===== src/design/gaps_pkg.sv =====
package gaps_pkg;

	localparam int POP_MAX_DEF   = 64;
	localparam int MAX_DRAWS_DEF = 8;

	localparam int SLOT_W     = 6;
	localparam int FIT_W      = 32;
	localparam int UNI_W      = 32;
	localparam int CFG_IDX_W  = 4;
	localparam int CFG_DATA_W = 7;

	localparam logic [CFG_IDX_W-1:0] REG_METHOD   = 4'd0;
	localparam logic [CFG_IDX_W-1:0] REG_MINIMIZE = 4'd1;
	localparam logic [CFG_IDX_W-1:0] REG_TOUR     = 4'd2;
	localparam logic [CFG_IDX_W-1:0] REG_POP      = 4'd3;

	localparam logic [1:0] METHOD_TOUR = 2'd0;
	localparam logic [1:0] METHOD_ROUL = 2'd1;
	localparam logic [1:0] METHOD_RANK = 2'd2;

	localparam logic [2:0] OP_NONE  = 3'd0;
	localparam logic [2:0] OP_TOUR  = 3'd1;
	localparam logic [2:0] OP_WORST = 3'd2;
	localparam logic [2:0] OP_TOTAL = 3'd3;
	localparam logic [2:0] OP_CUM   = 3'd4;
	localparam logic [2:0] OP_FI    = 3'd5;
	localparam logic [2:0] OP_CNT   = 3'd6;
	localparam logic [2:0] OP_RANK  = 3'd7;

	localparam logic [1:0] ASEL_IDX  = 2'd0;
	localparam logic [1:0] ASEL_DRAW = 2'd1;
	localparam logic [1:0] ASEL_I    = 2'd2;

	typedef struct packed {
		logic [2:0] op;
		logic [1:0] asel;
		logic       mul_clr;
		logic       mul_step;
		logic       chk;
		logic       rk_tot;
		logic       rk_tgt;
		logic       scan;
		logic       rk_wr;
		logic       clr_stale;
		logic       emit;
		logic       idle;
	} cmd_t;

	typedef struct packed {
		logic       sel_start;
		logic       stale;
		logic [1:0] method;
		logic       tot_pos;
		logic       hit;
		logic       out_busy;
	} sts_t;

endpackage


===== src/design/gaps_ctl.sv =====
module gaps_ctl #(
	parameter int POP_MAX   = gaps_pkg::POP_MAX_DEF,
	parameter int MAX_DRAWS = gaps_pkg::MAX_DRAWS_DEF,
	localparam int AW   = $clog2(POP_MAX),
	localparam int NW   = $clog2(POP_MAX + 1),
	localparam int KW   = $clog2(MAX_DRAWS + 1),
	localparam int CNTW = (NW > 6) ? NW : 6
) (
	input  logic            clk,
	input  logic            arst_n,
	input  gaps_pkg::sts_t  sts,
	input  logic [NW-1:0]   n,
	input  logic [KW-1:0]   k,
	output gaps_pkg::cmd_t  cmd,
	output logic [CNTW-1:0] idx,
	output logic [AW-1:0]   i_idx
);
	import gaps_pkg::*;

	localparam logic [4:0] S_IDLE  = 5'd0;
	localparam logic [4:0] S_T_RD  = 5'd1;
	localparam logic [4:0] S_T_DR  = 5'd2;
	localparam logic [4:0] S_W_RD  = 5'd3;
	localparam logic [4:0] S_W_DR  = 5'd4;
	localparam logic [4:0] S_S_RD  = 5'd5;
	localparam logic [4:0] S_S_DR  = 5'd6;
	localparam logic [4:0] S_CHK   = 5'd7;
	localparam logic [4:0] S_MUL   = 5'd8;
	localparam logic [4:0] S_C_RD  = 5'd9;
	localparam logic [4:0] S_C_DR  = 5'd10;
	localparam logic [4:0] S_B_FI  = 5'd11;
	localparam logic [4:0] S_B_FW  = 5'd12;
	localparam logic [4:0] S_B_SW  = 5'd13;
	localparam logic [4:0] S_B_SD  = 5'd14;
	localparam logic [4:0] S_B_WR  = 5'd15;
	localparam logic [4:0] S_K_TOT = 5'd16;
	localparam logic [4:0] S_K_TGT = 5'd17;
	localparam logic [4:0] S_K_SCN = 5'd18;
	localparam logic [4:0] S_K_RD  = 5'd19;
	localparam logic [4:0] S_K_RW  = 5'd20;
	localparam logic [4:0] S_DONE  = 5'd21;

	logic [4:0]      state_q, state_d;
	logic [CNTW-1:0] idx_q, idx_d;
	logic [AW-1:0]   i_q, i_d;
	logic            idx_last;
	logic            k_last;
	logic            i_last;

	assign idx_last = 32'(idx_q) == 32'(n) - 1;
	assign k_last   = 32'(idx_q) == 32'(k) - 1;
	assign i_last   = 32'(i_q) == 32'(n) - 1;

	always_comb begin
		state_d = state_q;
		idx_d   = idx_q;
		i_d     = i_q;
		cmd     = '0;
		cmd.op  = OP_NONE;
		cmd.asel = ASEL_IDX;
		case (state_q)
			S_IDLE: begin
				cmd.idle = 1'b1;
				idx_d    = '0;
				i_d      = '0;
				if (sts.sel_start) begin
					case (sts.method)
						METHOD_ROUL: state_d = S_W_RD;
						METHOD_RANK: state_d = sts.stale ? S_B_FI : S_K_TOT;
						default:     state_d = S_T_RD;
					endcase
				end
			end
			S_T_RD: begin
				cmd.op   = OP_TOUR;
				cmd.asel = ASEL_DRAW;
				idx_d    = idx_q + 1'b1;
				if (k_last) begin
					state_d = S_T_DR;
				end
			end
			S_T_DR: state_d = S_DONE;
			S_W_RD: begin
				cmd.op = OP_WORST;
				idx_d  = idx_q + 1'b1;
				if (idx_last) begin
					state_d = S_W_DR;
				end
			end
			S_W_DR: begin
				idx_d   = '0;
				state_d = S_S_RD;
			end
			S_S_RD: begin
				cmd.op = OP_TOTAL;
				idx_d  = idx_q + 1'b1;
				if (idx_last) begin
					state_d = S_S_DR;
				end
			end
			S_S_DR: state_d = S_CHK;
			S_CHK: begin
				cmd.chk     = 1'b1;
				cmd.mul_clr = 1'b1;
				idx_d       = '0;
				state_d     = sts.tot_pos ? S_MUL : S_DONE;
			end
			S_MUL: begin
				cmd.mul_step = 1'b1;
				idx_d        = idx_q + 1'b1;
				if (idx_q == CNTW'(31)) begin
					idx_d   = '0;
					state_d = S_C_RD;
				end
			end
			S_C_RD: begin
				cmd.op = OP_CUM;
				idx_d  = idx_q + 1'b1;
				if (idx_last) begin
					state_d = S_C_DR;
				end
			end
			S_C_DR: state_d = S_DONE;
			S_B_FI: begin
				cmd.op   = OP_FI;
				cmd.asel = ASEL_I;
				state_d  = S_B_FW;
			end
			S_B_FW: begin
				idx_d   = '0;
				state_d = S_B_SW;
			end
			S_B_SW: begin
				cmd.op = OP_CNT;
				idx_d  = idx_q + 1'b1;
				if (idx_last) begin
					state_d = S_B_SD;
				end
			end
			S_B_SD: state_d = S_B_WR;
			S_B_WR: begin
				cmd.rk_wr = 1'b1;
				if (i_last) begin
					cmd.clr_stale = 1'b1;
					state_d       = S_K_TOT;
				end else begin
					i_d     = i_q + 1'b1;
					state_d = S_B_FI;
				end
			end
			S_K_TOT: begin
				cmd.rk_tot = 1'b1;
				state_d    = S_K_TGT;
			end
			S_K_TGT: begin
				cmd.rk_tgt = 1'b1;
				idx_d      = '0;
				state_d    = S_K_SCN;
			end
			S_K_SCN: begin
				cmd.scan = 1'b1;
				if (sts.hit) begin
					state_d = S_K_RD;
				end else begin
					idx_d = idx_q + 1'b1;
				end
			end
			S_K_RD: begin
				cmd.op  = OP_RANK;
				state_d = S_K_RW;
			end
			S_K_RW: state_d = S_DONE;
			S_DONE: begin
				if (!sts.out_busy) begin
					cmd.emit = 1'b1;
					state_d  = S_IDLE;
				end
			end
			default: state_d = S_IDLE;
		endcase
	end

	always_ff @(posedge clk or negedge arst_n) begin
		if (!arst_n) begin
			state_q <= S_IDLE;
			idx_q   <= '0;
			i_q     <= '0;
		end else begin
			state_q <= state_d;
			idx_q   <= idx_d;
			i_q     <= i_d;
		end
	end

	assign idx   = idx_q;
	assign i_idx = i_q;

`ifndef SYNTHESIS
	a_start_idle: assert property (@(posedge clk) disable iff (!arst_n)
		sts.sel_start |-> state_q == S_IDLE)
		else $error("transaction accepted while busy");
	a_emit_then_idle: assert property (@(posedge clk) disable iff (!arst_n)
		cmd.emit |=> state_q == S_IDLE)
		else $error("no return to idle after result");
	a_scan_bound: assert property (@(posedge clk) disable iff (!arst_n)
		state_q == S_K_SCN |-> 32'(idx_q) < 32'(n))
		else $error("rank scan ran past population");
`endif

endmodule


===== config.mk =====
export PLATFORM = sky130hd
export DESIGN_NAME = gaps_ctl
export DESIGN_NICKNAME = d
export VERILOG_FILES = /design/src/design/gaps_pkg.sv /design/src/design/gaps_ctl.sv
export SDC_FILE = /design/constraint.sdc
export NUM_CORES = 1
export LEC_CHECK = 0
export ABC_CLOCK_PERIOD_IN_PS = 2700
export BUFFER_PORTS_ARGS = -buffer_cell sky130_fd_sc_hd__buf_2
export CAP_MARGIN = 20
export CORE_MARGIN = 4
export CORE_UTILIZATION = 50
export CTS_CLUSTER_SIZE = 30
export DETAILED_ROUTE_END_ITERATION = 12
export PLACE_DENSITY_LB_ADDON = 0.25
export RECOVER_POWER = 100
export SYNTH_ARGS = -nofsm -noshare
export SYNTH_HDL_FRONTEND = slang
export SYNTH_SLANG_ARGS = --single-unit

===== constraint.sdc =====
create_clock -name clk -period 2.7 [get_ports clk]
set_input_delay 0.675 -clock clk [delete_from_list [all_inputs] [get_ports clk]]
set_output_delay 0.675 -clock clk [all_outputs]
set_load 0.05 [all_outputs]

### Word-level counts from Yosys, hierarchy flattened

Cells that the tools add are included.
Widths: inputs -> output; s select.

| word-level totals | value |
|---|---|
| flip-flop bits (word level) | 18 |
| memories kept | 0 |
| logic and storage cells | 85 |
| bits in writable memories | 0 |
| latch bits | 0 |
| memory bits (read-only) | 0 |
| output and inout bits | 28 |

| cells by class | value |
|---|---|
| order comparisons | 0 |
| divide/modulo/power cells | 0 |
| bitwise operators | 0 |
| multiplexer cells | 31 |
| reductions and logical operators | 9 |
| shift operators | 0 |
| eq/ne operators | 38 |
| $mul | 0 |
| $add $sub $neg | 4 |

Operators by type and width:

| operator | count |
|---|---|
| $pmux 5 s20 | 1 |
| $eq 7x32->1 | 2 |
| $mux 5 | 12 |
| $eq 5x4->1 const B | 8 |
| $eq 6x32->1 | 1 |
| $eq 5x5->1 const B | 6 |
| $pmux 7 s4 | 1 |
| $ne 2x2->1 const B | 11 |
| $pmux 3 s7 | 1 |
| $eq 5x3->1 const B | 4 |
| $mux 7 | 2 |
| $pmux 6 s2 | 1 |
| $eq 5x2->1 const B | 2 |
| $pmux 5 s2 | 1 |
| $reduce_or 5->1 | 2 |
| $mux 1 | 9 |
| $reduce_and 9->1 | 1 |
| $sub 7x1->8 const B | 1 |
| $add 7x1->7 const B | 1 |
| $eq 7x5->1 const B | 1 |
| $add 6x1->6 const B | 1 |
| $mux 6 | 1 |
| $eq 5x1->1 const B | 1 |
| $logic_not 5->1 | 1 |
| other kinds (9) | 10 |

### Logic depth before layout (Yosys ltp)

Gate-level depths: netlist (run 1).

| logic depth | value |
|---|---|
| depth after elaboration | 4 |
| depth in mapped cells | 9 |

### Worst setup path before layout (run 1)

OpenSTA, ideal clock, no wires.

| path | value |
|---|---|
| path type | input port to output port |
| start point | in n[0] |
| end point | out cmd[2] (netlist name) |
| path buffers | 0 |
| setup slack | -1,160 ps |
| required time | 2,025 ps |
| data arrival time | 3,185 ps |
| cell stages on the path | 6 |
| cell sequence | inv_1 ha_1 nor3b_1 a22oi_1 a211o_1 nor4_1 |

RTL lines:

| item | line | source |
|---|---|---|
| start: declaration | gaps_ctl.sv:12 | `input logic [NW-1:0] n,` |
| end: declaration | gaps_ctl.sv:14 | `output gaps_pkg::cmd_t cmd,` |

==> reports/results.tsv, run 1 <==
stage	metric	value	unit
drt	drt wl/cell	15.7	µm
critical_path	Worst setup EP type	output port	
sta	Final Cycle Share	101	%
synthesis	synth unique cells	58	
sta	clk_skew	1.26	ps
floorplanning	die span in x	70.8	µm
critical_path	kind of critical path	input port to output port	
critical_path	CP required	2030	ps
synthesis	mapped cell area	0.00197	mm²
floorplanning	io pins	48	
drt	Met2 Routed Length	2.79	mm
critical_path	cell count of the worst reg-to-reg path	7	
sta	Setup WS post-layout	-27.1	ps
sta	Max Slew Vio Count	0	
floorplanning	initial core utilization	52.7	%
power_and_ir_drop	Pleak	1.32	nW
power_and_ir_drop	total power	0.00276	W
placement	IO buf count	47	
clock_tree	clock transition at the registers of the reported paths	70	ps
job	Max-cap violations	0	
synthesis	Post-synth EDFFs	0	
critical_path	Worst setup SP type	input port	
sta	Setup Viol. Count Final	1	
drt	met3 wire len	391	µm
synthesis	syn_area_per_cell	7.73	µm²
global_routing	Total GRT Usage	23.0	%
drt	Detailed Routing Iterations Pass 1	4	
clock_tree	Hold-fix buffers, CTS	0	
floorplanning	die area	0.00501	mm²
power_and_ir_drop	power density cells	1040	mW/mm²
placement	Placed Instances	362	
finish	post-route insts no fill	369	
finish	diode count	0	
synthesis	Synth Register Bits	18	
synthesis	Post-synth top flop	dfrtp_1	
drt	DRC	0	
global_routing	total gr overflow	0	
floorplanning	Rows	22	
synthesis	Synth Net Count	281	
floorplanning	total core area	0.00374	mm²
global_routing	largest net degree at the start of global routing	21	
drt	final wirelength	5.78	mm
worst_hold_path	worst min path class	input port to asynchronous set/reset pin	
critical_path	worst-path maximum fanout	4	
drt	Routed met1 length	2.48	mm
placement	HPWL Detailed	4.36	mm
global_routing	first-pass GRT wire length	9.56	mm
critical_path	r2r endpoint	state_q[2]	
drt	via count	2222	
finish	share of cells above drive strength 1	33.0	%
critical_path	reg-to-reg slack, setup	230	ps
global_routing	vias in the first global route	2018	
clock_tree	CTS buffer count	3	
drt	DR top layer	met4	
clock_tree	Clock Latency Late Sink	260	ps
run_status	failing checks	negative setup slack	
sta	Period minus WS final	2730	ps
clock_tree	CTS tree	yes	
finish	Area Growth Syn to Fin	34.1	%
critical_path	reg2reg start	idx[1]	
clock_tree	Clock Tree Buf Depth	2	
power_and_ir_drop	Peak supply drop	0.000906	V
sta	worst rel slew slack	29.6	%
clock_tree	CTS root buf	clkbuf_8	
placement	DP Area	0.00249	mm²
drt	initial DRC count	194	
sta	Final Hold Fails	0	
sta	fmax	367	MHz
finish	design area	0.00264	mm²
synthesis	Gate Count Post-Synth	255	
finish	nets@finish	348	
drt	ANT nets after route	0	
critical_path	Worst EP arrival	2050	ps
run_status	status	finished, violations left	
synthesis	Synthesis Warnings	0	
sta	Hold Slack	582	ps
drt	vias per inst	6.02	
synthesis	register area share after synthesis	22.8	%
floorplanning	Die Ht	70.8	µm
global_routing	antenna violations before repair	0	
clock_tree	clk sink count	18	
clock_tree	maximum level of the CTS H-tree	1	
sta	RSZ-0062 raised after global routing	yes	
placement	GPL Wtd Cong	0.894	
sta	Worst-Margin Slew	1060	ps
synthesis	asr flop ratio synth	100	%
synthesized netlist by cell type, types with 2 or more instances:
cell type	n	area share (%)
clkbuf_1	12	2.3
inv_1	13	2.5
a211o_1	4	1.8
a22o_1	3	1.3
o31ai_1	2	0.76
and2_1	2	0.63
a22oi_1	4	1.5
nand2b_1	4	1.3
nor4_1	4	1.3
a221oi_1	3	1.3
ha_1	6	3.8
a21oi_1	13	3.3
nor3_1	10	2.5
nor4b_1	2	0.89
xor2_1	9	4.0
or4_1	2	0.76
and3_1	4	1.3
nand3_1	6	1.5
nor3b_1	3	1.1
o21ai_0	12	3.0
nand4_1	4	1.3
nand2_1	29	5.5
a21o_1	2	0.76
nor2b_1	9	2.9
buf_2	2	0.51
dfrtp_1	18	23
nor2_1	22	4.2
mux2_2	2	1.1
xnor3_1	2	2.3
nand4b_1	2	0.89
xnor2_1	10	4.4
or3_1	2	0.63
mux2i_1	7	3.6
buf_6	2	1.1
timing repair:
action,4_1_cts,5_1_grt
setup endpoints to repair,1,4
setup buffers,3,0
pin swaps,5,0
resized for setup,12,5
final cells by class:
type	count	area [µm²]
tap	48	60.1
fill	307	1100
clock buffer	4	55.1
multi-input combinational	206	1510
sequential	18	450
inverter	13	51.3
timing repair buffer	80	519
flip-flops by register name, indices dropped and copies added, names as in the netlist:
register	count
i_idx	6
idx	7
state_q	5
cells by family after synthesis:
| family | synth area share, % |
|---|---|
| fa+ha+maj | 3.81 |
| compound gates | 21.0 |
| flops | 22.8 |
| simple gates | 29.2 |
| xor+xnor | 10.7 |
| mux | 5.46 |
| buf+inv | 6.98 |
power breakdown:
part,switching [W],internal [W],total (W)
Sequential,0.000181,0.000367,0.000548
Clock,0.0000947,0.000130,0.000225
Combinational,0.00122,0.000767,0.00199
Total,0.00150,0.00126,0.00276
worst max-delay path, cell delays in order:
cell and delay (ps):
buf_6 100, inv_4 50, ha_4 150, nor3b_4 200, buf_4 160, nor3b_2 40
buf_4 140, o311ai_4 330, nor4_4 60, buf_6 160
layer usage:
metal | vias up | GRT usage (%)
met5 | - | 0
met4 | 0 | 6.05
met3 | 13 | 2.98
met2 | 92 | 37.8
met1 | 1063 | 32.0
li1 | 1054 | -
per-stage QoR:
step | utilization (%) | setup TNS (ps) | setup WS, ps
detailed placement | 66.4 | -760 | -211
finish | 70.6 | -27.1 | -27.1
global placement | 66.4 | -703 | -179
CTS | 69.8 | -23.8 | -23.8
global route | 70.6 | -139 | -115
floorplan | - | -163 | -163
worst max path at each step:
stage / depth (start not counted) / slack, ps / from / to
2_1_floorplan: 5 / -160 / n[2] / cmd[2]
3_3_place_gp: 9 / -180 / n[1] / cmd[2]
3_5_place_dp: 8 / -210 / n[1] / cmd[2]
4_1_cts: 6 / -20 / n[2] / cmd[2]
5_1_grt: 10 / -110 / n[0] / cmd[2]
6_report: 10 / -30 / n[1] / cmd[2]
placed cells by master (no fill, tap or decap), types with 5 or more instances in the layout:
cell	synthesis	layout
xor2_1	9	9
nor2_1	22	22
xnor2_1	10	9
nand3_1	6	6
buf_4	1	32
nor3_1	10	7
ha_1	6	5
dfrtp_1	18	18
inv_1	13	11
nor2b_1	9	9
mux2i_1	7	7
buf_2	2	42
nand2_1	29	29
o21ai_0	12	12
a21oi_1	13	13
(Power assumes the default switching activity.)
==> run 2, diff against run 1 <==
--- a/config.mk
+++ b/config.mk
@@ -5,7 +5,7 @@
 export SDC_FILE = /design/constraint.sdc
 export NUM_CORES = 1
 export LEC_CHECK = 0
-export ABC_CLOCK_PERIOD_IN_PS = 2700
+export ABC_CLOCK_PERIOD_IN_PS = 3400
 export BUFFER_PORTS_ARGS = -buffer_cell sky130_fd_sc_hd__buf_2
 export CAP_MARGIN = 20
 export CORE_MARGIN = 4
==> constraint.sdc (replaced) <==
create_clock -name clk -period 3.4 [get_ports clk]
set_input_delay 0.85 -clock clk [delete_from_list [all_inputs] [get_ports clk]]
set_output_delay 0.85 -clock clk [all_outputs]
set_load 0.05 [all_outputs]
==> run 2 against run 1 <==
  * The run now ends clean
  * First-iteration DRC count down 48%
  * Register-to-register slack better by 500 ps
  * Flip-flop and latch count unchanged
  * Setup slack improved by 160 ps
  * Combinational power shrank 30%
  * Clock skew about the same
  * Global-route usage down 2.6 points
  * Final cell count is 6.5% lower
  * Clock-buffer cell count unchanged
  * Via count down 7.9%
  * Design area is 12% lower
  * Largest power group unchanged
==> reports/results.tsv, run 2 (same netlist as run 1, synthesis figures left out) <==
stage	metric	value	unit	change
drt	ANT nets after route	0		unchanged
finish	nets@finish	324		was 348
global_routing	vias in the first global route	1791		was 2018
sta	worst rel slew slack	33.6	%	was 29.6%
floorplanning	Rows	22		unchanged
clock_tree	CTS buffer count	3		unchanged
job	Max-cap violations	0		unchanged
drt	initial DRC count	100		was 194
sta	setup TNS	0	ps	was -27.1 ps
clock_tree	clock transition at the registers of the reported paths	70	ps	about the same
finish	post-route insts no fill	345		was 369
finish	Area Growth Syn to Fin	17.4	%	was 34.1%
global_routing	largest net degree at the start of global routing	23		was 21
floorplanning	Die Ht	70.8	µm	unchanged
critical_path	Worst setup EP type	output port		unchanged
floorplanning	initial core utilization	52.7	%	unchanged
placement	HPWL Detailed	3.96	mm	was 4.36 mm
drt	drt wl/cell	15.2	µm	was 15.7 µm
sta	Final Cycle Share	96.2	%	
power_and_ir_drop	power density cells	863	mW/mm²	was 1040 mW/mm²
clock_tree	CTS tree	yes		unchanged
run_status	status	complete, no violations		was finished, violations left
sta	fmax	306	MHz	
placement	Post-Place Worst Slack	30.3	ps	was -211 ps
drt	DRC	0		unchanged
clock_tree	maximum level of the CTS H-tree	1		unchanged
critical_path	worst-path maximum fanout	4		unchanged
power_and_ir_drop	Peak supply drop	0.000463	V	was 0.000906 V
floorplanning	die span in x	70.8	µm	unchanged
power_and_ir_drop	Pleak	1.11	nW	was 1.32 nW
floorplanning	io pins	48		unchanged
drt	via count	2046		was 2222
clock_tree	Clock Tree Buf Depth	2		unchanged
floorplanning	die area	0.00501	mm²	unchanged
sta	Setup WS post-layout	129	ps	was -27.1 ps
critical_path	CP required	2550	ps	was 2030 ps
drt	vias per inst	5.93		was 6.02
sta	Max Slew Vio Count	0		unchanged
sta	Final Hold Fails	0		unchanged
clock_tree	Clock Latency Late Sink	250	ps	was 260 ps
critical_path	Critical Path Sink	cmd[2]		unchanged
global_routing	first-pass GRT wire length	8.55	mm	was 9.56 mm
worst_hold_path	worst min path class	flop to flop		was input port to asynchronous set/reset pin
critical_path	reg-to-reg slack, setup	730	ps	was 230 ps
sta	clk_skew	1.58	ps	was 1.26 ps
global_routing	total gr overflow	0		unchanged
drt	Detailed Routing Iterations Pass 1	4		unchanged
critical_path	Crit. Startpoint	n[1]		unchanged
clock_tree	CTS root buf	clkbuf_8		unchanged
critical_path	r2r endpoint	idx[0]		was state_q[2]
sta	Period minus WS final	3270	ps	
finish	commonest non-fill, non-tap cell in the layout	nand2_1		was buf_2
floorplanning	total core area	0.00374	mm²	unchanged
worst_hold_path	worst hold stages	1		
global_routing	antenna violations before repair	0		unchanged
placement	Placed Instances	341		was 362
sta	Setup Viol. Count Final	0		was 1
global_routing	Total GRT Usage	20.5	%	was 23.0%
finish	diode count	0		unchanged
critical_path	reg2reg start	state_q[0]		was idx[1]
finish	max reg flops	7		unchanged
critical_path	Worst EP arrival	2420	ps	was 2050 ps
placement	DP Area	0.00227	mm²	was 0.00249 mm²
clock_tree	clk sink count	18		unchanged
sta	Worst-Margin Slew	995	ps	was 1060 ps
placement	GPL Wtd Cong	0.880		was 0.894
finish	most frequent cells in the layout	nand2_1 (29), buf_2 (28), nor2_1 (22)		was buf_2 (42), buf_4 (32), nand2_1 (29)
critical_path	Worst setup SP type	input port		unchanged
drt	final wirelength	5.26	mm	was 5.78 mm
finish	share of cells above drive strength 1	18.5	%	was 33.0%
critical_path	cell count of the worst reg-to-reg path	7		unchanged
placement	IO buf count	47		unchanged
finish	design area	0.00232	mm²	was 0.00264 mm²
critical_path	kind of critical path	input port to output port		unchanged
sta	RSZ-0062 raised after global routing	no		was yes
## run 2: routing by layer
layer	global-route usage, %	routed length, µm	up-vias
li1	-	-	1007
met1	29.4	2300	955
met2	32.4	2510	73
met3	3.84	366	11
met4	3.34	76	0
met5	0	0	-
## run 2: worst max-delay path: stages
cell and delay [ps]:
buf_2 120, inv_1 50, ha_1 210, nor3b_1 270, a22oi_1 130, a211o_1 290
nor4_4 250, buf_4 250
## run 2: final cells by class
cell class | count | area [µm²]
Clock buffer | 4 | 55.1
Fill cell | 376 | 1430
Inverter | 13 | 48.8
Multi-Input combinational cell | 206 | 1420
Sequential cell | 18 | 450
Tap cell | 48 | 60.1
Timing Repair Buffer | 56 | 279
## run 2: worst min path at each step
stage	slack [ps]	endpoint	from
CTS	530	state_q[4]	arst_n
detailed placement	570	i_idx[4]	i_idx[4]
floorplan	550	i_idx[0]	arst_n
global placement	580	i_idx[4]	i_idx[4]
global route	630	i_idx[4]	i_idx[4]
finish	590	i_idx[4]	i_idx[4]
## run 2: timing repair
item | 4_1_cts | 5_1_grt
gates resized for setup | 0 | 5
hold buffers | 0 | 0
endpoints found under the setup margin | 0 | 1
buffers inserted | 0 | 0
## run 2: per-stage QoR
stage | util [%] | power [W] | hold slack [ps]
finish | 61.9 | 0.00200 | 585
global placement | 60.5 | 0.00182 | 576
detailed placement | 60.5 | 0.00183 | 566
global route | 61.9 | 0.00216 | 630
floorplan | - | 0.00152 | 554
CTS | 62.0 | 0.00201 | 535
## run 2: power breakdown
part | switching (W) | leakage, nW | internal [W]
combinational | 0.000920 | 0.841 | 0.000480
sequential | 0.000132 | 0.237 | 0.000292
clock | 0.0000723 | 0.0288 | 0.000103
total | 0.00112 | 1.11 | 0.000874
