`src/design/gaps_pkg.sv`:
```
package gaps_pkg;

	localparam int POP_MAX_DEF   = 64;
	localparam int MAX_DRAWS_DEF = 8;

	localparam int SLOT_W     = 6;
	localparam int FIT_W      = 32;
	localparam int UNI_W      = 32;
	localparam int CFG_IDX_W  = 4;
	localparam int CFG_DATA_W = 7;

	localparam logic [CFG_IDX_W-1:0] REG_METHOD   = 4'd0;
	localparam logic [CFG_IDX_W-1:0] REG_MINIMIZE = 4'd1;
	localparam logic [CFG_IDX_W-1:0] REG_TOUR     = 4'd2;
	localparam logic [CFG_IDX_W-1:0] REG_POP      = 4'd3;

	localparam logic [1:0] METHOD_TOUR = 2'd0;
	localparam logic [1:0] METHOD_ROUL = 2'd1;
	localparam logic [1:0] METHOD_RANK = 2'd2;

	localparam logic [2:0] OP_NONE  = 3'd0;
	localparam logic [2:0] OP_TOUR  = 3'd1;
	localparam logic [2:0] OP_WORST = 3'd2;
	localparam logic [2:0] OP_TOTAL = 3'd3;
	localparam logic [2:0] OP_CUM   = 3'd4;
	localparam logic [2:0] OP_FI    = 3'd5;
	localparam logic [2:0] OP_CNT   = 3'd6;
	localparam logic [2:0] OP_RANK  = 3'd7;

	localparam logic [1:0] ASEL_IDX  = 2'd0;
	localparam logic [1:0] ASEL_DRAW = 2'd1;
	localparam logic [1:0] ASEL_I    = 2'd2;

	typedef struct packed {
		logic [2:0] op;
		logic [1:0] asel;
		logic       mul_clr;
		logic       mul_step;
		logic       chk;
		logic       rk_tot;
		logic       rk_tgt;
		logic       scan;
		logic       rk_wr;
		logic       clr_stale;
		logic       emit;
		logic       idle;
	} cmd_t;

	typedef struct packed {
		logic       sel_start;
		logic       stale;
		logic [1:0] method;
		logic       tot_pos;
		logic       hit;
		logic       out_busy;
	} sts_t;

endpackage

```
`src/design/gaps_if.sv`:
```
interface gaps_item_if;
	logic                              valid;
	logic                              ready;
	logic                              mode;
	logic [gaps_pkg::SLOT_W-1:0]       slot;
	logic signed [gaps_pkg::FIT_W-1:0] fitness_value;
	logic [gaps_pkg::UNI_W-1:0]        uniform;
	logic [gaps_pkg::SLOT_W-1:0]       draw0;
	logic [gaps_pkg::SLOT_W-1:0]       draw1;
	logic [gaps_pkg::SLOT_W-1:0]       draw2;
	logic [gaps_pkg::SLOT_W-1:0]       draw3;
	logic [gaps_pkg::SLOT_W-1:0]       draw4;
	logic [gaps_pkg::SLOT_W-1:0]       draw5;
	logic [gaps_pkg::SLOT_W-1:0]       draw6;
	logic [gaps_pkg::SLOT_W-1:0]       draw7;

	modport source (output valid, mode, slot, fitness_value, uniform,
		draw0, draw1, draw2, draw3, draw4, draw5, draw6, draw7, input ready);
	modport sink (input valid, mode, slot, fitness_value, uniform,
		draw0, draw1, draw2, draw3, draw4, draw5, draw6, draw7, output ready);
endinterface

interface gaps_result_if;
	logic                        valid;
	logic                        ready;
	logic [gaps_pkg::SLOT_W-1:0] selected_slot;
	logic                        used_fallback;

	modport source (output valid, selected_slot, used_fallback, input ready);
	modport sink (input valid, selected_slot, used_fallback, output ready);
endinterface

```
`src/design/gaps_ram.sv`:
```
module gaps_ram #(
	parameter int W = 32,
	parameter int D = 64,
	localparam int AW = $clog2(D)
) (
	input  logic          clk,
	input  logic          we,
	input  logic [AW-1:0] waddr,
	input  logic [W-1:0]  wdata,
	input  logic          re,
	input  logic [AW-1:0] raddr,
	output logic [W-1:0]  rdata
);

	logic [W-1:0] mem [D];

	always_ff @(posedge clk) begin
		if (we) begin
			mem[waddr] <= wdata;
		end
		if (re) begin
			rdata <= mem[raddr];
		end
	end

endmodule

```
`src/design/gaps_dp.sv`:
```
module gaps_dp #(
	parameter int POP_MAX   = gaps_pkg::POP_MAX_DEF,
	parameter int MAX_DRAWS = gaps_pkg::MAX_DRAWS_DEF,
	localparam int AW   = $clog2(POP_MAX),
	localparam int NW   = $clog2(POP_MAX + 1),
	localparam int KW   = $clog2(MAX_DRAWS + 1),
	localparam int CNTW = (NW > 6) ? NW : 6
) (
	input  logic                              clk,
	input  logic                              arst_n,
	gaps_item_if.sink                         item,
	gaps_result_if.source                     result,
	input  logic                              cfg_we,
	input  logic [gaps_pkg::CFG_IDX_W-1:0]    cfg_index,
	input  logic [gaps_pkg::CFG_DATA_W-1:0]   cfg_wdata,
	input  gaps_pkg::cmd_t                    cmd,
	input  logic [CNTW-1:0]                   idx,
	input  logic [AW-1:0]                     i_idx,
	output gaps_pkg::sts_t                    sts,
	output logic [NW-1:0]                     n,
	output logic [KW-1:0]                     k
);
	import gaps_pkg::*;

	localparam int SUM_W = 34 + AW;
	localparam int PW    = 32 + SUM_W;
	localparam int TW    = 2 * NW;
	localparam int GW    = 32 + TW;
	localparam int DIW   = (MAX_DRAWS > 1) ? $clog2(MAX_DRAWS) : 1;

	logic [1:0]  method_q;
	logic        minimize_q;
	logic [3:0]  tsize_q;
	logic [6:0]  pop_q;
	logic        stale_q;

	logic [NW-1:0] n_m1;
	logic          accept;
	logic          load_we;

	logic [SLOT_W-1:0] d_all [8];
	logic [AW-1:0]     draw_q [MAX_DRAWS];
	logic [UNI_W-1:0]  u_q;

	logic [AW-1:0]    f_raddr;
	logic             f_re;
	logic [FIT_W-1:0] f_rdata;
	logic signed [FIT_W-1:0] fq;

	logic [2:0]      op_s1;
	logic [CNTW-1:0] idx_s1;
	logic [AW-1:0]   addr_s1;

	logic signed [FIT_W-1:0] best_q;
	logic signed [FIT_W-1:0] worst_q;
	logic signed [33:0]      offset_q;
	logic signed [FIT_W-1:0] fi_q;
	logic signed [SUM_W-1:0] weight;
	logic signed [SUM_W-1:0] total_q;
	logic signed [SUM_W-1:0] cum_q;
	logic signed [SUM_W-1:0] ncum;
	logic [PW-1:0]           acc_q;
	logic [SUM_W-1:0]        r_val;
	logic                    cum_hit;
	logic                    found_q;
	logic [AW-1:0]           pos_q;
	logic                    cnt_bit;

	logic [TW-1:0] rtot_q;
	logic [GW-1:0] tgt_q;
	logic [TW-1:0] ck_q;
	logic [TW-1:0] kcum;
	logic          k_hit;

	logic [AW-1:0] rk_rdata;
	logic          rk_re;

	logic [AW-1:0] sel_q;
	logic          fb_q;
	logic          out_v_q;
	logic [SLOT_W-1:0] out_slot_q;
	logic          out_fb_q;

	function automatic logic better(input logic signed [FIT_W-1:0] a,
		input logic signed [FIT_W-1:0] b, input logic mn);
		return mn ? (a < b) : (a > b);
	endfunction

	function automatic logic [AW-1:0] clampd(input logic [SLOT_W-1:0] d,
		input logic [NW-1:0] nm1);
		if (32'(d) > 32'(nm1)) begin
			return AW'(nm1);
		end
		return AW'(d);
	endfunction

	always_comb begin
		if (pop_q < 7'd4) begin
			n = NW'(4);
		end else if (32'(pop_q) > POP_MAX) begin
			n = NW'(POP_MAX);
		end else begin
			n = NW'(pop_q);
		end
		if (tsize_q == 4'd0) begin
			k = KW'(1);
		end else if (32'(tsize_q) > MAX_DRAWS) begin
			k = KW'(MAX_DRAWS);
		end else begin
			k = KW'(tsize_q);
		end
	end
	assign n_m1 = n - NW'(1);

	assign item.ready = cmd.idle;
	assign accept     = item.valid && item.ready;
	assign load_we    = accept && !item.mode && (32'(item.slot) < POP_MAX);

	assign d_all[0] = item.draw0;
	assign d_all[1] = item.draw1;
	assign d_all[2] = item.draw2;
	assign d_all[3] = item.draw3;
	assign d_all[4] = item.draw4;
	assign d_all[5] = item.draw5;
	assign d_all[6] = item.draw6;
	assign d_all[7] = item.draw7;

	always_ff @(posedge clk or negedge arst_n) begin
		if (!arst_n) begin
			method_q   <= METHOD_TOUR;
			minimize_q <= 1'b1;
			tsize_q    <= 4'd3;
			pop_q      <= 7'd50;
			stale_q    <= 1'b1;
		end else begin
			if (cfg_we) begin
				case (cfg_index)
					REG_METHOD:   method_q   <= cfg_wdata[1:0];
					REG_MINIMIZE: minimize_q <= cfg_wdata[0];
					REG_TOUR:     tsize_q    <= cfg_wdata[3:0];
					REG_POP:      pop_q      <= cfg_wdata[6:0];
					default: ;
				endcase
			end
			if (cmd.clr_stale) begin
				stale_q <= 1'b0;
			end
			if (load_we || (cfg_we && cfg_index inside {[REG_METHOD:REG_POP]})) begin
				stale_q <= 1'b1;
			end
		end
	end

	always_ff @(posedge clk) begin
		if (accept && item.mode) begin
			for (int t = 0; t < MAX_DRAWS; t++) begin
				draw_q[t] <= clampd(d_all[t], n_m1);
			end
			u_q <= item.uniform;
		end
	end

	always_comb begin
		case (cmd.asel)
			ASEL_DRAW: f_raddr = draw_q[idx[DIW-1:0]];
			ASEL_I:    f_raddr = i_idx;
			default:   f_raddr = AW'(idx);
		endcase
	end
	assign f_re = (cmd.op != OP_NONE) && (cmd.op != OP_RANK);

	gaps_ram #(.W(FIT_W), .D(POP_MAX)) u_fit_ram (
		.clk   (clk),
		.we    (load_we),
		.waddr (AW'(item.slot)),
		.wdata (item.fitness_value),
		.re    (f_re),
		.raddr (f_raddr),
		.rdata (f_rdata)
	);
	assign fq = $signed(f_rdata);

	assign rk_re = (cmd.op == OP_RANK);

	gaps_ram #(.W(AW), .D(POP_MAX)) u_rank_ram (
		.clk   (clk),
		.we    (cmd.rk_wr),
		.waddr (pos_q),
		.wdata (i_idx),
		.re    (rk_re),
		.raddr (pos_q),
		.rdata (rk_rdata)
	);

	always_ff @(posedge clk or negedge arst_n) begin
		if (!arst_n) begin
			op_s1 <= OP_NONE;
		end else begin
			op_s1 <= cmd.op;
		end
	end

	always_ff @(posedge clk) begin
		idx_s1  <= idx;
		addr_s1 <= f_raddr;
	end

	assign weight  = minimize_q ? (SUM_W'(offset_q) - SUM_W'(fq)) : SUM_W'(fq);
	assign ncum    = ((idx_s1 == '0) ? '0 : cum_q) + weight;
	assign r_val   = acc_q[PW-1:32];
	assign cum_hit = ncum >= $signed(r_val);
	assign cnt_bit = better(fq, fi_q, minimize_q) ||
		((fq == fi_q) && (32'(addr_s1) < 32'(i_idx)));

	assign kcum  = ((idx == '0) ? '0 : ck_q) + (TW'(n) - TW'(idx));
	assign k_hit = ({kcum, 32'b0} >= tgt_q) || (32'(idx) == 32'(n_m1));

	always_ff @(posedge clk) begin
		if (accept && item.mode) begin
			fb_q <= 1'b0;
		end
		case (op_s1)
			OP_TOUR: begin
				if (idx_s1 == '0 || better(fq, best_q, minimize_q)) begin
					best_q <= fq;
					sel_q  <= addr_s1;
				end
			end
			OP_WORST: begin
				if (idx_s1 == '0 || !better(fq, worst_q, minimize_q)) begin
					worst_q  <= fq;
					offset_q <= 34'(fq) + 34'sd65536;
				end
			end
			OP_TOTAL: begin
				total_q <= ((idx_s1 == '0) ? '0 : total_q) + weight;
			end
			OP_CUM: begin
				cum_q <= ncum;
				if ((idx_s1 == '0 || !found_q) && cum_hit) begin
					sel_q <= addr_s1;
				end
				found_q <= (idx_s1 == '0) ? cum_hit : (found_q | cum_hit);
			end
			OP_FI: begin
				fi_q <= fq;
			end
			OP_CNT: begin
				pos_q <= ((idx_s1 == '0) ? '0 : pos_q) + AW'(cnt_bit);
			end
			OP_RANK: begin
				sel_q <= rk_rdata;
			end
			default: ;
		endcase
		if (cmd.chk) begin
			if (total_q > 0) begin
				sel_q <= AW'(n_m1);
			end else begin
				sel_q <= draw_q[0];
				fb_q  <= 1'b1;
			end
		end
		if (cmd.mul_clr) begin
			acc_q <= '0;
		end else if (cmd.mul_step) begin
			acc_q <= (acc_q << 1) + (u_q[~idx[4:0]] ? PW'($unsigned(total_q)) : '0);
		end
		if (cmd.rk_tot) begin
			rtot_q <= (TW'(n) * (TW'(n) + TW'(1))) >> 1;
		end
		if (cmd.rk_tgt) begin
			tgt_q <= GW'(u_q) * GW'(rtot_q);
		end
		if (cmd.scan) begin
			ck_q <= kcum;
			if (k_hit) begin
				pos_q <= AW'(idx);
			end
		end
	end

	always_ff @(posedge clk or negedge arst_n) begin
		if (!arst_n) begin
			out_v_q <= 1'b0;
		end else if (cmd.emit) begin
			out_v_q <= 1'b1;
		end else if (result.ready) begin
			out_v_q <= 1'b0;
		end
	end

	always_ff @(posedge clk) begin
		if (cmd.emit) begin
			out_slot_q <= SLOT_W'(sel_q);
			out_fb_q   <= fb_q;
		end
	end

	assign result.valid         = out_v_q;
	assign result.selected_slot = out_slot_q;
	assign result.used_fallback = out_fb_q;

	assign sts.sel_start = accept && item.mode;
	assign sts.stale     = stale_q;
	assign sts.method    = method_q;
	assign sts.tot_pos   = total_q > 0;
	assign sts.hit       = k_hit;
	assign sts.out_busy  = out_v_q && !result.ready;

`ifndef SYNTHESIS
	a_emit_free: assert property (@(posedge clk) disable iff (!arst_n)
		cmd.emit |-> !(out_v_q && !result.ready))
		else $error("result emitted over a pending transaction");
	a_rank_fresh: assert property (@(posedge clk) disable iff (!arst_n)
		(cmd.op == OP_RANK) |-> !stale_q)
		else $error("rank order read while stale");
	a_fallback_roul: assert property (@(posedge clk) disable iff (!arst_n)
		cmd.emit && fb_q |-> method_q == METHOD_ROUL)
		else $error("fallback flagged outside roulette");
`endif

endmodule

```
`src/flat_wrapper.sv`:
```
// flat-port wrapper written by rule: the top's interface ports become plain ports
module gaps_dp_flat import gaps_pkg::*;
#(
	parameter int POP_MAX   = gaps_pkg::POP_MAX_DEF,
	parameter int MAX_DRAWS = gaps_pkg::MAX_DRAWS_DEF,
	localparam int AW   = $clog2(POP_MAX),
	localparam int NW   = $clog2(POP_MAX + 1),
	localparam int KW   = $clog2(MAX_DRAWS + 1),
	localparam int CNTW = (NW > 6) ? NW : 6
)
  (clk, arst_n, cfg_we, cfg_index, cfg_wdata, cmd, idx, i_idx, sts, n, k, item_valid, item_mode, item_slot, item_fitness_value, item_uniform, item_draw0, item_draw1, item_draw2, item_draw3, item_draw4, item_draw5, item_draw6, item_draw7, item_ready, result_valid, result_selected_slot, result_used_fallback, result_ready);
  gaps_item_if item_i ();
  gaps_result_if result_i ();
  input  logic clk;
  input  logic arst_n;
  input  logic cfg_we;
  input  logic [gaps_pkg::CFG_IDX_W-1:0] cfg_index;
  input  logic [gaps_pkg::CFG_DATA_W-1:0] cfg_wdata;
  input  gaps_pkg::cmd_t cmd;
  input  logic [CNTW-1:0] idx;
  input  logic [AW-1:0] i_idx;
  output gaps_pkg::sts_t sts;
  output logic [NW-1:0] n;
  output logic [KW-1:0] k;
  input wire logic [$bits(item_i.valid)-1:0] item_valid;
  input wire logic [$bits(item_i.mode)-1:0] item_mode;
  input wire logic [$bits(item_i.slot)-1:0] item_slot;
  input wire logic [$bits(item_i.fitness_value)-1:0] item_fitness_value;
  input wire logic [$bits(item_i.uniform)-1:0] item_uniform;
  input wire logic [$bits(item_i.draw0)-1:0] item_draw0;
  input wire logic [$bits(item_i.draw1)-1:0] item_draw1;
  input wire logic [$bits(item_i.draw2)-1:0] item_draw2;
  input wire logic [$bits(item_i.draw3)-1:0] item_draw3;
  input wire logic [$bits(item_i.draw4)-1:0] item_draw4;
  input wire logic [$bits(item_i.draw5)-1:0] item_draw5;
  input wire logic [$bits(item_i.draw6)-1:0] item_draw6;
  input wire logic [$bits(item_i.draw7)-1:0] item_draw7;
  output wire logic [$bits(item_i.ready)-1:0] item_ready;
  output wire logic [$bits(result_i.valid)-1:0] result_valid;
  output wire logic [$bits(result_i.selected_slot)-1:0] result_selected_slot;
  output wire logic [$bits(result_i.used_fallback)-1:0] result_used_fallback;
  input wire logic [$bits(result_i.ready)-1:0] result_ready;
  assign item_i.valid = item_valid;
  assign item_i.mode = item_mode;
  assign item_i.slot = item_slot;
  assign item_i.fitness_value = item_fitness_value;
  assign item_i.uniform = item_uniform;
  assign item_i.draw0 = item_draw0;
  assign item_i.draw1 = item_draw1;
  assign item_i.draw2 = item_draw2;
  assign item_i.draw3 = item_draw3;
  assign item_i.draw4 = item_draw4;
  assign item_i.draw5 = item_draw5;
  assign item_i.draw6 = item_draw6;
  assign item_i.draw7 = item_draw7;
  assign item_ready = item_i.ready;
  assign result_valid = result_i.valid;
  assign result_selected_slot = result_i.selected_slot;
  assign result_used_fallback = result_i.used_fallback;
  assign result_i.ready = result_ready;
  gaps_dp #(.POP_MAX(POP_MAX), .MAX_DRAWS(MAX_DRAWS)) u_core (.clk(clk), .arst_n(arst_n), .item(item_i), .result(result_i), .cfg_we(cfg_we), .cfg_index(cfg_index), .cfg_wdata(cfg_wdata), .cmd(cmd), .idx(idx), .i_idx(i_idx), .sts(sts), .n(n), .k(k));
endmodule
```
`config.mk`:
```
export PLATFORM = sky130hd
export DESIGN_NAME = gaps_dp_flat
export DESIGN_NICKNAME = d
export VERILOG_FILES = /design/src/design/gaps_pkg.sv /design/src/design/gaps_if.sv /design/src/design/gaps_ram.sv /design/src/design/gaps_dp.sv /design/src/flat_wrapper.sv
export SDC_FILE = /design/constraint.sdc
export NUM_CORES = 2
export LEC_CHECK = 0
export BUFFER_PORTS_ARGS = -buffer_cell sky130_fd_sc_hd__buf_2
export CORE_UTILIZATION = 45
export DETAILED_ROUTE_END_ITERATION = 10
export SYNTH_ARGS = -nofsm -noshare
export SYNTH_HDL_FRONTEND = slang
export SYNTH_SLANG_ARGS = --single-unit
export TNS_END_PERCENT = 20
```
`constraint.sdc`:
```
create_clock -name clk -period 9.8 [get_ports clk]
set_input_delay 2.45 -clock clk [delete_from_list [all_inputs] [get_ports clk]]
set_output_delay 2.45 -clock clk [all_outputs]
set_load 0.05 [all_outputs]
```
# --- Word-level counts from Yosys, hierarchy flattened ---
# Memory sizes are Yosys's and may differ from the RTL's. A register that Yosys moved wholly into a read port is not among the register bits.
# Index checks and enable logic that the tools add are counted.
# W data, S select, Z words.
classes:
  add_sub_neg: 10
  n_mul: 2
  n_lt_le_gt_ge: 24
  n_eq_ne: 18
  mux: 78
  n_bitwise: 2
  n_reduce_logical: 34
ops:
  columns: ["cell", "count"]
  rows:
  - ["$mux W6", 32]
  - ["$mux W40", 4]
  - ["$gt A32 B32 Y1", 3]
  - ["$lt A32 B32 Y1", 3]
  - ["$add A40 B40 Y40", 2]
  - ["$add A72 B72 Y72", 1]
  - ["$gt A6 B7 Y1", 8]
  - ["$ge A46 B46 Y1", 1]
  - ["$mul A32 B13 Y45", 1]
  - ["$ge A40 B40 Y1", 1]
  - ["$gt A40 B1 Y1 const B", 1]
  - ["$mux W1", 34]
  - ["$sub A33 B32 Y34", 1]
  - ["$add A32 B18 Y33 const B", 1]
  - ["$eq A32 B32 Y1", 1]
  - ["$pmux W6 S3", 1]
  - ["$eq A3 B3 Y1 const B", 5]
  - ["$add A14 B14 Y14", 1]
  - ["$logic_not A7 Y1", 2]
  - ["$mul A7 B14 Y14", 1]
  - ["$mux W14", 1]
  - ["$mux W7", 2]
  - ["$pmux W6 S2", 1]
  - ["$reduce_and A2 Y1", 6]
  - ["other kinds (32)", 54]
word_totals:
  regBits: 439
  ramBits: 2480
  in_bits: 163
  out_inout_bits: 27
  word_cells: 197
  memories: 3
mem_list:
  columns: ["name", "depth", "word_bits", "rd", "rd_ports_with_merged_regs", "wr", "line", "text"]
  rows:
  - ["u_core.u_fit_ram.mem", 64, 32, 1, 1, 1, "gaps_ram.sv:15", "logic [W-1:0] mem [D];"]
  - ["u_core.u_rank_ram.mem", 64, 6, 1, 1, 1, "gaps_ram.sv:15", null]
  - ["u_core.draw_q", 8, 6, 2, 0, 8, "gaps_dp.sv:42", "logic [AW-1:0] draw_q [MAX_DRAWS];"]

# --- Longest topological paths before layout ---
depth:
  ltp_word: 9
  ltp_mapped: 35
  depth_no_buf: 35

# --- Hierarchy ---
# Synthesis repeated with hierarchy kept, for this count alone.
hier_totals:
  cells_unflattened: 8795
  hier_area_um2: 139924.2
modules_own_cells:
  columns: ["mod", "instances", "cells_per_inst", "area_each_um2", "seq_area_each_um2"]
  rows:
  - ["gaps_ram at u_core.u_fit_ram", 1, 3324, 78835.6, 62459.9]
  - ["gaps_dp", 1, 4751, 45802.7, 13106.3]
  - ["gaps_ram at u_core.u_rank_ram", 1, 720, 15285.9, 11711.2]

# --- Worst setup path before layout ---
# No wires, ideal clock.
synth_timing:
  kind: "input -> output"
  startpoint: "in idx[2]"
  endpoint: "out sts[1] in the netlist's numbering"
  arrival_time_ns: 6.449
  t_required_ns: 7.350
  slack_ns: 0.901
  cell_stages: 24
  path_cell_list: "buf_2 > buf_2 > nor4_1 > nand4_1 > clkbuf_1 > and2_1 > ha_1 > inv_1 > fa_1 > nor2b_1 > o21ai_0 > a21boi_0 > o21ai_0 > a21boi_0 > o21ai_0 > a21boi_0 > o21ai_0 > nor2b_1 > xnor2_1 > ha_1 > a21o_1 > a221oi_1 > nand4b_1 > buf_4"
synth_via:
  elab_chain_len: 5
  elab_cells_between_ends: 7
synth_rtl:
  columns: ["item", "line", "text"]
  rows:
  - ["start, declared", "flat_wrapper.sv:20", "input logic [CNTW-1:0] idx;"]
  - ["parallel branches: the longest is 2 deep, another holds $sub A7 B7 Y8", null, null]
  - ["$add A14 B14 Y14 (*)", "gaps_dp.sv:215", "assign kcum = ((idx == '0) ? '0 : ck_q) + (TW'(n) - TW'(idx));"]
  - ["named net u_core.kcum[10]", "gaps_dp.sv:72", "logic [TW-1:0] kcum;"]
  - ["$ge A46 B46 Y1 (*)", "gaps_dp.sv:216", "assign k_hit = ({kcum, 32'b0} >= tgt_q) || (32'(idx) == 32'(n_m1));"]
  - ["$logic_or A1 B1 Y1 (*)", "gaps_dp.sv:216", null]
  - ["end, declared", "flat_wrapper.sv:22", "output gaps_pkg::sts_t sts;"]
# Mark *: on every way through the listed nets, which the timed path passes.

==> flow_summary.yaml <==
status:
  outcome: "completed"
sta:
  hold_viol: 0
  total_of_endpoints_with_negative_setup_slack_in_the_final_report: 0
  worst_slew_margin_rel_pct: 11.6
  timing_worst_slew_pin_value_ps: 1330
  post-route-min-period_ps: 9370
  grt_setup_unrepaired: "no"
  maxClockFrequency_mhz: 107
  timing.clock.skew_ps: 71.6
  timing.setup.tns_ps: 0
  post-route-period-util_pct: 95.6
  final_max_slew_viol_count: 0
clock_network:
  tritoncts_num_sinks: 2940
  clk_root_buffer_cell: "sky130_fd_sc_hd__clkbuf_16"
  tritoncts.num_buffers: 320
  cts_tree: "done"
  ctsLongestPathBuffers: 4
  worstSkewPairLatency_ps: 930
  clk_transition_reported_paths_ps: 50
  htree_num_levels: 5
worst_setup_path:
  timing.critical_path.slowest_cell_delay_ps: 370
  reg2reg_from: "u_core.u_fit_ram.rdata[0]$_DFFE_PP_"
  critPathMostFrequentCell: "sky130_fd_sc_hd__o21ai_0"
  critPathSlowestCell: "sky130_fd_sc_hd__a221oi_1"
  cp_cell_sequence: "buf_2, nor4_1, nand4_1, buf_4, and2_1, ha_1, nor2b_1, o21ai_0, a21boi_0, o21ai_0, a21boi_0, o21ai_0, a21boi_0, o21ai_0, nor2b_1, xnor2_1, ha_1, a21o_1, a221oi_1, nand4b_1, buf_4, buf_2"
  critical_path.startpoint_type: "input pin"
  timing.critical_path.to_type: "output pin"
  worst_setup_path_startpoint: "idx[0]"
  crit_fanout: 12
  path_class: "in -> out"
  critPathRequiredTime_ps: 7350
  crit_arrival_ps: 6920
logic_synthesis:
  syn_inst: 9955
  number_of_enable_type_register_cells_in_the_synthesized_netlist: 2829
  synth_area_per_cell_um2: 14.0
  yosys_most_used_dff: "sky130_fd_sc_hd__edfxtp_1"
  synth-warning-count: 0
  sequential_to_total_area_share_from_yosys_stat_pct: 62.5
  synth_area_um2: 140000
  synth_cell_types: 80
  fraction_of_registers_with_async_set_reset_pct: 0.646
  number_of_register_bits_inferred_by_synthesis: 2940
floorplan:
  die_height_um: 559
  floorplan.initialDensity_pct: 45.2
  die_extent_in_x_um: 559
  design.die.area_um2: 312000
  coreArea_um2: 309000
  floorplan.rows: 204
  ios: 190
final_layout:
  design.final.nets: 11200
  syn2layout_area_growth_pct: 12.0
  final_layout_size_suffix_gt1_share_pct: 12.4
place:
  place_congestion: 0.869
  port_buffers: 189
  place_hpwl_mm: 236
pwr:
  max-vdd-ir-drop_mv: 1.38
  p_leak_nw: 56.0
  power.total_mw: 61.3
  power.density_nw_per_um2: 392
worst_hold_path:
  hold_path.startpoint: "u_core.sel_q[2]$_DFFE_PP_"
  hold_path.class: "reg -> reg"
routing:
  drt_first_pass_iters: 6
  drt_drc_violations_left: 0
  vias: 86000
  detail_route.vias_per_cell: 5.89
  total_routed_wirelength_mm: 391
  number_of_antenna_violating_nets_in_the_routed_design: 0
  route.detailed.wl_per_inst_um: 26.8
  drt_first_iter_violations: 8462
global_route:
  grt_overflow_total: 0
  combined_global_route_utilization_of_all_metal_layers_pct: 24.7
  wire_length_of_the_first_global_routing_pass_mm: 575
  grt_max_degree: 155
  number_of_antenna_violations_at_the_first_check_in_global_routing: 36
  first_global_vias: 87500
flow_run:
  max_cap_viol_count: 0
[cell usage after synthesis (11+ instances only)]
cell | number | area [µm²]
sky130_fd_sc_hd__buf_6 | 18 | 203
sky130_fd_sc_hd__a22o_1 | 38 | 333
sky130_fd_sc_hd__a31oi_1 | 54 | 338
sky130_fd_sc_hd__and3_1 | 38 | 238
sky130_fd_sc_hd__nand2b_1 | 57 | 357
sky130_fd_sc_hd__buf_1 | 43 | 161
sky130_fd_sc_hd__a21o_1 | 186 | 1400
sky130_fd_sc_hd__xor2_1 | 54 | 473
sky130_fd_sc_hd__o31ai_1 | 12 | 90.1
sky130_fd_sc_hd__o21a_1 | 37 | 278
sky130_fd_sc_hd__and4_1 | 41 | 359
sky130_fd_sc_hd__buf_2 | 48 | 240
sky130_fd_sc_hd__o2111ai_1 | 11 | 96.3
sky130_fd_sc_hd__a21oi_1 | 305 | 1530
sky130_fd_sc_hd__mux4_2 | 278 | 6260
sky130_fd_sc_hd__nor2_1 | 385 | 1450
sky130_fd_sc_hd__nor4_1 | 38 | 238
sky130_fd_sc_hd__dfxtp_1 | 92 | 1840
sky130_fd_sc_hd__a22oi_1 | 313 | 2350
sky130_fd_sc_hd__o211ai_1 | 23 | 173
sky130_fd_sc_hd__or2_2 | 17 | 106
sky130_fd_sc_hd__dfrtp_1 | 12 | 300
sky130_fd_sc_hd__edfxtp_1 | 2829 | 85000
sky130_fd_sc_hd__clkbuf_1 | 355 | 1330
sky130_fd_sc_hd__a221oi_1 | 182 | 1590
sky130_fd_sc_hd__o21ai_0 | 172 | 861
sky130_fd_sc_hd__nor2b_1 | 99 | 619
sky130_fd_sc_hd__or3_1 | 20 | 125
sky130_fd_sc_hd__mux2i_1 | 180 | 1800
sky130_fd_sc_hd__fa_1 | 364 | 7290
sky130_fd_sc_hd__xnor2_1 | 173 | 1520
sky130_fd_sc_hd__nand4_1 | 70 | 438
sky130_fd_sc_hd__mux2_2 | 20 | 225
sky130_fd_sc_hd__nand3b_1 | 12 | 90.1
sky130_fd_sc_hd__o21bai_1 | 39 | 293
sky130_fd_sc_hd__nand2_1 | 1006 | 3780
sky130_fd_sc_hd__inv_1 | 607 | 2280
sky130_fd_sc_hd__o21ai_1 | 118 | 591
sky130_fd_sc_hd__nor3_1 | 57 | 285
sky130_fd_sc_hd__buf_4 | 27 | 203
sky130_fd_sc_hd__and2_1 | 266 | 1660
sky130_fd_sc_hd__a211oi_1 | 55 | 413
sky130_fd_sc_hd__nand3_1 | 556 | 2780
sky130_fd_sc_hd__ha_1 | 506 | 6330
[final timing paths]
path                                                             to  slack (ps)  depth (start not counted)
hold reg to reg            u_core.result.selected_slot[2]$_DFFE_PP_         420                          0
max in group asynchronous             u_core.tsize_q[1]$_DFFE_PN1P_        7940                          1
hold / removal             u_core.result.selected_slot[2]$_DFFE_PP_         420                          0
setup / recovery                                             sts[1]         430                         22
min in group asynchronous                 u_core.op_s1[0]$_DFF_PN0_        1500                          1
setup reg to reg                          u_core.sel_q[0]$_DFFE_PP_         980                         33
[metrics by stage]
step           instances  worst slack (ps)  hold WS [ps]  utilization [%]  cell area, µm²
2_1_floorplan       9959               901           400                -          140000
3_3_place_gp       14000               306           416             47.3          146000
3_5_place_dp       14000               320           405             47.3          146000
4_1_cts            14600               277           417             50.6          156000
5_1_grt            14600              50.5           419             50.6          156000
6_report           14600               433           416             50.7          156000
[state kept, by name, summed over array words and instances (netlist names), 32 cells and up]
register                count
u_core.cum_q               40
u_core.total_q             40
u_core.acc_q               72
u_core.fi_q                32
u_core.u_rank_ram.mem     384
u_core.u_fit_ram.rdata     32
u_core.tgt_q               45
u_core.draw_q              48
u_core.offset_q            33
u_core.u_q                 32
u_core.u_fit_ram.mem     2048
u_core.best_q              32
[repair_timing]
item	4_1_cts	5_1_grt
endpoints found under the setup margin	0	1
gates resized for setup	0	0
hold buffers	0	0
buffers inserted	0	1
[cell type report]
class	count	area [µm²]
repair buffers	414	2790
multi-input cells	5912	48500
diodes	19	47.5
well taps	4120	5150
flip-flops and latches	2940	87300
inverters	616	2330
fillers	25800	152000
clock inverters	187	1710
clock buffers	391	8490
[where the power goes]
group	internal [mW]	total (mW)	switching, mW
Sequential	15.9	16.4	0.464
Clock	6.85	11.8	4.98
Combinational	13.3	33.0	19.7
Total	36.1	61.3	25.1
[layer usage]
layer	vias up	part of all wire [%]	GRT usage, %
met4	34	3.6	8.82
met5	-	0.057	0
met2	3275	49	41.5
li1	37900	-	-
met3	692	7.1	3.62
met1	44100	41	32.7
[critical path: cells and delay by family]
family,cells,cell delay [ps]
AOI/OAI and AO/OA,9,1960
buffers and inverters,4,750
and+or+nand+nor,6,1130
adders and majority gates,2,510
xor gates and xnor gates,1,100
[layout by cell type (no fill, tap or decap), types with 57 or more instances in the layout]
cell type,count
sky130_fd_sc_hd__nor2_4,71
sky130_fd_sc_hd__nand3_1,556
sky130_fd_sc_hd__buf_2,188
sky130_fd_sc_hd__xnor2_1,173
sky130_fd_sc_hd__a22oi_1,313
sky130_fd_sc_hd__fa_1,364
sky130_fd_sc_hd__clkinv_1,78
sky130_fd_sc_hd__mux4_2,278
sky130_fd_sc_hd__a21oi_1,303
sky130_fd_sc_hd__edfxtp_1,2829
sky130_fd_sc_hd__nor2b_1,95
sky130_fd_sc_hd__mux2i_1,179
sky130_fd_sc_hd__nor2_1,313
sky130_fd_sc_hd__nand2_1,1005
sky130_fd_sc_hd__dfxtp_1,92
sky130_fd_sc_hd__a21o_1,186
sky130_fd_sc_hd__clkbuf_1,61
sky130_fd_sc_hd__nand4_1,70
sky130_fd_sc_hd__o21ai_1,118
sky130_fd_sc_hd__a221oi_1,181
sky130_fd_sc_hd__clkbuf_16,330
sky130_fd_sc_hd__ha_1,506
sky130_fd_sc_hd__inv_1,607
sky130_fd_sc_hd__nand2b_1,57
sky130_fd_sc_hd__o21ai_0,172
sky130_fd_sc_hd__and2_1,263
sky130_fd_sc_hd__buf_4,214
[logic make-up (layout without fill, tap and decap cells)]
family	count (synthesis)	count (layout)	share of synthesized area, %
XOR/XNOR	227	227	1.42
AO/OA/AOI/OAI	1642	1642	8.01
adder cells (fa/ha/maj)	870	870	9.76
multiplexers	479	479	5.95
other	2	25	0.00538
flip-flops	2940	2940	62.5
buffers and inverters	1107	1608	3.19
AND/OR/NAND/NOR	2688	2688	9.13
Note: power is estimated with default switching activity, not from simulation.
